[config.mk]
export PLATFORM = sky130hd
export DESIGN_NAME = primitive_edge_vertex_pair_top
export DESIGN_NICKNAME = d
export VERILOG_FILES = /design/src/hw/rtl/epv_pkg.sv /design/src/hw/rtl/primitive_edge_vertex_pair_top.sv /design/src/hw/rtl/epv_calc.sv /design/src/hw/rtl/epv_rem_stage.sv
export SDC_FILE = /design/constraint.sdc
export NUM_CORES = 2
export LEC_CHECK = 0
export BUFFER_PORTS_ARGS = -buffer_cell sky130_fd_sc_hd__buf_2
export CAP_MARGIN = 25
export CORE_MARGIN = 2
export CORE_UTILIZATION = 60
export CTS_CLUSTER_SIZE = 14
export DETAILED_ROUTE_END_ITERATION = 12
export PLACE_DENSITY = 0.77
export SYNTH_ARGS = -nofsm -noshare
export SYNTH_HDL_FRONTEND = slang
export SYNTH_SLANG_ARGS = --single-unit
[constraint.sdc]
create_clock -name clk -period 35 [get_ports clk]
set_input_delay 1.75 -clock clk [delete_from_list [all_inputs] [get_ports clk]]
set_output_delay 1.75 -clock clk [all_outputs]
set_load 0.03 [all_outputs]
[src/hw/rtl/epv_pkg.sv]
package epv_pkg;

  localparam int INDEX_BITS = 16;
  localparam int OUT_BITS   = INDEX_BITS + 1;
  localparam int TOPO_BITS  = 4;

  // remainder pipeline: two dividend bits resolved per stage
  localparam int REM_RADIX_BITS = 2;
  localparam int REM_STAGES     = (OUT_BITS + REM_RADIX_BITS - 1) / REM_RADIX_BITS;
  localparam int NUM_BITS       = REM_STAGES * REM_RADIX_BITS;

  // divide by three as multiply by rounded-up reciprocal
  localparam int DIV3_SHIFT = INDEX_BITS + 1;
  localparam logic [INDEX_BITS:0] DIV3_MUL =
    (INDEX_BITS + 1)'(((64'd1 << DIV3_SHIFT) + 64'd2) / 64'd3);

  localparam logic [TOPO_BITS-1:0] TOPO_POINTS     = 4'd0;
  localparam logic [TOPO_BITS-1:0] TOPO_LINES      = 4'd1;
  localparam logic [TOPO_BITS-1:0] TOPO_LINE_STRIP = 4'd2;
  localparam logic [TOPO_BITS-1:0] TOPO_LINE_LOOP  = 4'd3;
  localparam logic [TOPO_BITS-1:0] TOPO_POLYGON    = 4'd4;
  localparam logic [TOPO_BITS-1:0] TOPO_TRIANGLES  = 4'd5;
  localparam logic [TOPO_BITS-1:0] TOPO_TRI_STRIP  = 4'd6;
  localparam logic [TOPO_BITS-1:0] TOPO_TRI_FAN    = 4'd7;
  localparam logic [TOPO_BITS-1:0] TOPO_QUADS      = 4'd8;
  localparam logic [TOPO_BITS-1:0] TOPO_QUAD_STRIP = 4'd9;

  localparam logic CFG_TOPOLOGY     = 1'b0;
  localparam logic CFG_VERTEX_TOTAL = 1'b1;

  typedef struct packed {
    logic [OUT_BITS-1:0]   first;
    logic [OUT_BITS-1:0]   second;
    logic [OUT_BITS-1:0]   count;
    logic                  wrap;
    logic [NUM_BITS-1:0]   num;
    logic [INDEX_BITS-1:0] rem;
  } epv_item_t;

  function automatic logic [INDEX_BITS-1:0] div3(input logic [INDEX_BITS-1:0] x);
    logic [2*INDEX_BITS:0] prod;
    prod = {{INDEX_BITS{1'b0}}, x} * {{INDEX_BITS{1'b0}}, DIV3_MUL};
    return prod[2*INDEX_BITS:DIV3_SHIFT];
  endfunction

endpackage

[src/hw/rtl/primitive_edge_vertex_pair_top.sv]
// channel | dir | ports                                              | moves
// in      | in  | in_valid, in_ready, in_edge_number                  | one edge index per word
// out     | out | out_valid, out_ready, out_first_vertex,            | one vertex pair and the
//         |     | out_second_vertex, out_edges_in_list               | edge count per word
// cfg     | in  | cfg_valid, cfg_ready, cfg_index, cfg_data          | one register write
//
// one word accepted per cycle when the output side keeps up
// 2 + REM_STAGES (11) register stages: input register, index arithmetic register, then the
// nine-stage remainder pipeline that wraps the loop and polygon second vertex; a word taken
// moves through these registers in that order to the output, advancing only while en is high
// a stalled output word freezes the whole pipeline; in_ready = !out_valid || out_ready
// synchronous active-low reset clears all valid flags and both config registers
module primitive_edge_vertex_pair_top (
  input  logic                           clk,
  input  logic                           rst_n,
  input  logic                           in_valid,
  output logic                           in_ready,
  input  logic [epv_pkg::INDEX_BITS-1:0] in_edge_number,
  output logic                           out_valid,
  input  logic                           out_ready,
  output logic [epv_pkg::OUT_BITS-1:0]   out_first_vertex,
  output logic [epv_pkg::OUT_BITS-1:0]   out_second_vertex,
  output logic [epv_pkg::OUT_BITS-1:0]   out_edges_in_list,
  input  logic                           cfg_valid,
  output logic                           cfg_ready,
  input  logic                           cfg_index,
  input  logic [epv_pkg::INDEX_BITS-1:0] cfg_data
);
  import epv_pkg::*;

  logic [TOPO_BITS-1:0]  topology_r;
  logic [INDEX_BITS-1:0] vertex_total_r;
  logic                  in_valid_r;
  logic [INDEX_BITS-1:0] in_edge_r;
  logic                  calc_valid_r;
  epv_item_t             calc_item_r;
  epv_item_t             calc_item_nxt;
  logic                  en;
  logic [REM_STAGES:0]   stage_valid;
  epv_item_t             stage_item [REM_STAGES+1];
  epv_item_t             last_item;
  logic [REM_STAGES+2:0] all_valid;

  assign cfg_ready = 1'b1;
  assign en        = !out_valid || out_ready;
  assign in_ready  = en;

  always_ff @(posedge clk) begin
    if (!rst_n) begin
      topology_r     <= TOPO_POINTS;
      vertex_total_r <= '0;
    end else if (cfg_valid) begin
      case (cfg_index)
        CFG_TOPOLOGY:     topology_r     <= cfg_data[TOPO_BITS-1:0];
        CFG_VERTEX_TOTAL: vertex_total_r <= cfg_data;
        default:          topology_r     <= topology_r;
      endcase
    end
  end

  always_ff @(posedge clk) begin
    if (!rst_n) begin
      in_valid_r   <= 1'b0;
      calc_valid_r <= 1'b0;
    end else if (en) begin
      in_valid_r   <= in_valid;
      calc_valid_r <= in_valid_r;
    end
  end

  always_ff @(posedge clk) begin
    if (en) begin
      in_edge_r   <= in_edge_number;
      calc_item_r <= calc_item_nxt;
    end
  end

  epv_calc u_calc (
    .topology     (topology_r),
    .vertex_total (vertex_total_r),
    .edge_number  (in_edge_r),
    .item         (calc_item_nxt)
  );

  assign stage_valid[0] = calc_valid_r;
  assign stage_item[0]  = calc_item_r;

  for (genvar g = 0; g < REM_STAGES; g++) begin : g_rem
    epv_rem_stage u_stage (
      .clk          (clk),
      .rst_n        (rst_n),
      .en           (en),
      .vertex_total (vertex_total_r),
      .in_valid     (stage_valid[g]),
      .in_item      (stage_item[g]),
      .out_valid    (stage_valid[g+1]),
      .out_item     (stage_item[g+1])
    );
  end

  assign last_item         = stage_item[REM_STAGES];
  assign out_valid         = stage_valid[REM_STAGES];
  assign out_first_vertex  = last_item.first;
  assign out_second_vertex = last_item.wrap ? {1'b0, last_item.rem} : last_item.second;
  assign out_edges_in_list = last_item.count;

  assign all_valid = {stage_valid, calc_valid_r, in_valid_r};

  a_stall_blocks_input: assert property (@(posedge clk) disable iff (!rst_n)
    out_valid && !out_ready |-> !in_ready)
    else $error("input taken while output word stalled");

  a_stall_freezes_pipe: assert property (@(posedge clk) disable iff (!rst_n)
    !in_ready |=> $stable(all_valid))
    else $error("pipeline moved during stall");

  a_wrap_in_range: assert property (@(posedge clk) disable iff (!rst_n)
    out_valid && last_item.wrap |-> out_second_vertex < {1'b0, vertex_total_r})
    else $error("wrapped second vertex not below vertex total");

  a_wrap_topology: assert property (@(posedge clk) disable iff (!rst_n)
    out_valid && last_item.wrap |->
      (topology_r == TOPO_LINE_LOOP || topology_r == TOPO_POLYGON))
    else $error("wrap flag on a topology without wrap");

endmodule

[src/hw/rtl/epv_calc.sv]
module epv_calc (
  input  logic [epv_pkg::TOPO_BITS-1:0]  topology,
  input  logic [epv_pkg::INDEX_BITS-1:0] vertex_total,
  input  logic [epv_pkg::INDEX_BITS-1:0] edge_number,
  output epv_pkg::epv_item_t             item
);
  import epv_pkg::*;

  logic [OUT_BITS-1:0]   i_x;
  logic [OUT_BITS-1:0]   i_inc;
  logic [OUT_BITS-1:0]   v_x;
  logic [INDEX_BITS-1:0] i_dec;
  logic [INDEX_BITS-1:0] q3;
  logic [INDEX_BITS-1:0] r3_full;
  logic [1:0]            m3;
  logic [INDEX_BITS-1:0] v3;
  logic [INDEX_BITS-1:0] face_s;
  logic [INDEX_BITS-1:0] face_q;
  logic [OUT_BITS-1:0]   face_s_x;
  logic [OUT_BITS-1:0]   face_q2;
  logic [1:0]            m3_prev;
  logic [1:0]            quad_low;
  logic                  odd;

  assign i_x      = {1'b0, edge_number};
  assign i_inc    = i_x + OUT_BITS'(1);
  assign v_x      = {1'b0, vertex_total};
  assign i_dec    = edge_number - INDEX_BITS'(1);
  assign q3       = div3(edge_number);
  assign r3_full  = edge_number - {q3[INDEX_BITS-2:0], 1'b0} - q3;
  assign m3       = r3_full[1:0];
  assign v3       = div3(vertex_total);
  assign odd      = edge_number[0];
  assign face_s   = {1'b0, i_dec[INDEX_BITS-1:1]};
  assign face_s_x = {1'b0, face_s};
  // quad strip face is (i-1)/3, one below i/3 when i lands on a multiple of three
  assign face_q   = (m3 == 2'd0) ? q3 - INDEX_BITS'(1) : q3;
  assign face_q2  = {face_q, 1'b0};
  assign m3_prev  = (m3 == 2'd0) ? 2'd2 : m3 - 2'd1;
  assign quad_low = edge_number[1:0] + 2'd1;

  always_comb begin
    item       = '0;
    item.num   = {{(NUM_BITS-OUT_BITS){1'b0}}, i_inc};
    case (topology)
      TOPO_POINTS: begin
        item.first  = i_x;
        item.second = i_x;
        item.count  = '0;
      end
      TOPO_LINES: begin
        item.first  = {edge_number, 1'b0};
        item.second = {edge_number, 1'b1};
        item.count  = v_x >> 1;
      end
      TOPO_LINE_STRIP: begin
        item.first  = i_x;
        item.second = i_inc;
        item.count  = (vertex_total != '0) ? v_x - OUT_BITS'(1) : '0;
      end
      TOPO_LINE_LOOP, TOPO_POLYGON: begin
        item.first  = i_x;
        item.second = i_inc;
        item.wrap   = (vertex_total != '0);
        item.count  = v_x;
      end
      TOPO_TRIANGLES: begin
        item.first  = i_x;
        item.second = {1'b0, edge_number - {{(INDEX_BITS-2){1'b0}}, m3}}
                    + ((m3 == 2'd2) ? OUT_BITS'(0) : OUT_BITS'(m3) + OUT_BITS'(1));
        item.count  = {1'b0, v3};
      end
      TOPO_TRI_STRIP: begin
        if (edge_number == '0) begin
          item.first  = OUT_BITS'(0);
          item.second = OUT_BITS'(1);
        end else begin
          item.first  = face_s_x + (odd ? OUT_BITS'(!face_s[0]) : OUT_BITS'(2));
          item.second = face_s_x + (odd ? OUT_BITS'(2) : OUT_BITS'(face_s[0]));
        end
        item.count = v_x - {1'b0, v3} + OUT_BITS'(1);
      end
      TOPO_TRI_FAN: begin
        if (edge_number == '0) begin
          item.first  = OUT_BITS'(0);
          item.second = OUT_BITS'(1);
        end else begin
          item.first  = face_s_x + OUT_BITS'(2) - OUT_BITS'(odd);
          item.second = odd ? face_s_x + OUT_BITS'(2) : OUT_BITS'(0);
        end
        item.count = v_x - {1'b0, v3} + OUT_BITS'(1);
      end
      TOPO_QUADS: begin
        item.first  = i_x;
        item.second = {1'b0, edge_number[INDEX_BITS-1:2], quad_low};
        item.count  = v_x >> 2;
      end
      TOPO_QUAD_STRIP: begin
        if (edge_number == '0) begin
          item.first  = OUT_BITS'(0);
          item.second = OUT_BITS'(1);
        end else begin
          item.first  = face_q2 + OUT_BITS'(m3) + OUT_BITS'(m3_prev);
          item.second = face_q2
                      + ((m3 == 2'd0) ? OUT_BITS'(0) : OUT_BITS'(3'd4 - {1'b0, m3}));
        end
        item.count = v_x - (v_x >> 2) + OUT_BITS'(1);
      end
      default: begin
        item.first  = '0;
        item.second = '0;
        item.count  = '0;
      end
    endcase
  end

endmodule

[src/hw/rtl/epv_rem_stage.sv]
module epv_rem_stage (
  input  logic                           clk,
  input  logic                           rst_n,
  input  logic                           en,
  input  logic [epv_pkg::INDEX_BITS-1:0] vertex_total,
  input  logic                           in_valid,
  input  epv_pkg::epv_item_t             in_item,
  output logic                           out_valid,
  output epv_pkg::epv_item_t             out_item
);
  import epv_pkg::*;

  logic                valid_r;
  epv_item_t           item_r;
  epv_item_t           item_nxt;
  logic [INDEX_BITS:0] div_x;
  logic [INDEX_BITS:0] part;
  int                  k;

  assign div_x = {1'b0, vertex_total};

  // restoring remainder, one dividend bit per step, msb first
  always_comb begin
    item_nxt = in_item;
    for (k = 0; k < REM_RADIX_BITS; k++) begin
      part = {item_nxt.rem, item_nxt.num[NUM_BITS-1]};
      if (part >= div_x) begin
        part = part - div_x;
      end
      item_nxt.rem = part[INDEX_BITS-1:0];
      item_nxt.num = {item_nxt.num[NUM_BITS-2:0], 1'b0};
    end
  end

  always_ff @(posedge clk) begin
    if (!rst_n) begin
      valid_r <= 1'b0;
    end else if (en) begin
      valid_r <= in_valid;
    end
  end

  always_ff @(posedge clk) begin
    if (en) begin
      item_r <= item_nxt;
    end
  end

  assign out_valid = valid_r;
  assign out_item  = item_r;

endmodule

==> flow_summary.ini <==
[sta]
finClkSkew_ns = 0.03091
fmax_mhz = 94.49
tns_ns = 0
finalHoldViolations = 0
relSlewSlack_pct = 27.40
postLayoutSetupSlackWorst_ns = 24.42
min_period_ns = 10.58
worstMarginPinSlew_ns = 1.089
finalSetupViolCount = 0
finalCritPeriodShare_pct = 30.24
rsz0062_at_grt = false
whs_ns = 0.3959
maxSlewViolCount = 0

[grt]
antenna_found_initial = 6
grt.total_usage_pct = 27.62
grt_pass1_vias = 38468
grt_pass1_wl_um = 206500
grt_overflow = 0
grt_max_degree = 221

[cells_and_area]
layout_common_cells = edfxtp_1, ha_1, inv_1
fin_nets = 6042
multiInputGateArea_um2 = 29440
register_area_um2 = 23710
drive_gt1_share_pct = 8.891
layout_commonest_cell = edfxtp_1
syn2layout_area_growth_pct = 8.354
fillerInstances = 6957
utilization_pct = 65.76

[floorplan]
die_w_um = 308.7
coreArea_um2 = 91800
row_count = 111
io_pins = 92
die_area_um2 = 95320
die_y_um = 308.7
start_util_pct = 60.69

[place]
routabilityCongestion = 0.9597
numPortBuffers = 90
post-dp-hpwl_um = 97090
pre_cts_slack_ns = 24.54

[worst_setup_path]
critPathMaxFanout = 20
critPathMaxStageDelay_ns = 0.88
timing.critical_path.arrival_ns = 11.00
r2r_cells = 33
critPathRequiredTime_ns = 35.41
regToRegSetupSlack_ns = 24.42
cpMaxStageDelayCell = edfxtp_1
path_class = reg2reg
start_kind = flip-flop
critPathCaptureType = flip-flop

[clock_network]
hold_buffers = 0
cts_max_level = 3
post-cts-setup-buffers = 0
clockBufferDepth = 3
cts_sinks = 800
tritoncts = built
clk_latency_ns = 0.68
path_clk_slew_ns = 0.07
cts-resized-gates = 0
cts_root_buffer = clkbuf_16
cts_made_buffers = 82

[yosys]
syn_area_per_cell_um2 = 10.92
ys_seq_area_share_pct = 42.56
synth_edf_count = 769
syn_inst = 5102
synth.distinct_cells = 94
synth-main-ff-cell = edfxtp_1
synthArstFlopShare_pct = 0
yosys_warnings = 0
synth_area_um2 = 55720
ys_ff_latch = 800

[drt]
ant_nets = 0
first_iter_violations = 3587
drt-pass1-iter-count = 9
drc_errors = 0
finalWirelength_um = 130700
wl_per_cell_um = 20.08
vias = 39115
viasPerCell = 6.010

[worst_hold_path]
holdCritPathClass = reg2reg
min_path_cells = 0

[outcome]
status = finished clean

[flow_run]
cap_violations = 0
==> stage by stage <==
step | cells | cell area (µm²)
3_3_place_gp | 6358 | 57610
6_report | 6508 | 60370
2_1_floorplan | 5107 | 55740
5_1_grt | 6507 | 60370
4_1_cts | 6505 | 60320
3_5_place_dp | 6358 | 57610
==> worst paths after layout <==
kind                                                      end                     startpoint
worst max-delay path                          calc_item_r[67]                   in_edge_r[3]
worst min-delay path            g_rem[2].u_stage.out_item[52]  g_rem[1].u_stage.out_item[52]
worst max register to register                calc_item_r[67]                   in_edge_r[3]
worst min register to register  g_rem[2].u_stage.out_item[52]  g_rem[1].u_stage.out_item[52]
==> final cells by class <==
cell class | count | area share, %
multi-input combinational | 3642 | 48.76
sequential | 800 | 39.28
clock buffer | 99 | 3.575
inverter | 518 | 3.233
tap | 1243 | 2.576
timing repair buffer | 157 | 1.666
clock inverter | 48 | 0.9119
antenna | 1 | 0.004145
==> registers in the layout, indices dropped and copies added, names as in the netlist <==
| name | flops |
|---|---|
| calc_item_r | 69 |
| calc_valid_r | 1 |
| vertex_total_r | 16 |
| g_rem.u_stage.out_item | 684 |
| in_valid_r | 1 |
| g_rem.u_stage.out_valid | 9 |
| topology_r | 4 |
| in_edge_r | 16 |
==> synth_stat cells (all sizes together), types with 14 or more instances <==
master / number / area, µm²
edfxtp: 769 / 23090
ha: 621 / 7770
inv: 514 / 1929
nand2: 374 / 1404
nor2: 296 / 1111
a21oi: 260 / 1301
o21ai: 252 / 1261
xnor2: 246 / 2155
fa: 182 / 3643
mux2: 128 / 1441
nor3: 122 / 610.6
clkbuf: 98 / 369.1
xor2: 96 / 859.6
nand3: 86 / 430.4
a21boi: 70 / 525.5
a21o: 68 / 510.5
nand4: 66 / 412.9
nor2b: 58 / 362.9
buf: 49 / 331.6
or3: 48 / 305.3
o31ai: 46 / 350.3
mux2i: 44 / 440.4
o21a: 44 / 330.3
nand2b: 38 / 237.7
a31oi: 36 / 225.2
o21bai: 34 / 255.2
dfxtp: 31 / 620.6
a221oi: 29 / 254.0
a211oi: 26 / 195.2
and3: 25 / 156.4
o211ai: 24 / 180.2
and2: 23 / 143.9
nor4: 23 / 143.9
or2: 23 / 143.9
a22oi: 22 / 165.2
nand3b: 15 / 112.6
o22ai: 15 / 93.84
o221ai: 14 / 122.6
==> layer usage <==
metal	GRT usage [%]	routed length [µm]
met1	36.90	56150
met2	45.86	62040
met3	4.104	7889
met5	0	47
met4	10.19	4560
==> cells by family after synthesis <==
kind of cell               share of synthesized area [%]
muxes                                              3.377
xor gates and xnor gates                           5.410
DFF                                                42.56
and+or+nand+nor                                    10.79
buffers and inverters                              4.747
AOI/OAI and AO/OA                                  12.62
other                                            0.01348
adders and majority gates                          20.48
==> critical path, delay by kind of cell (launching register included) <==
family	cells	cell delay, ns
adder cells (fa/ha/maj)	10	4.18
AND/OR/NAND/NOR	8	2.66
XOR/XNOR	2	0.42
AO/OA/AOI/OAI	7	1.66
flip-flops	1	0.88
buffers and inverters	6	0.51
Power is left out: the tool's default activity adds up to more than one toggle a clock period on the data nets, which glitch-free logic cannot reach.
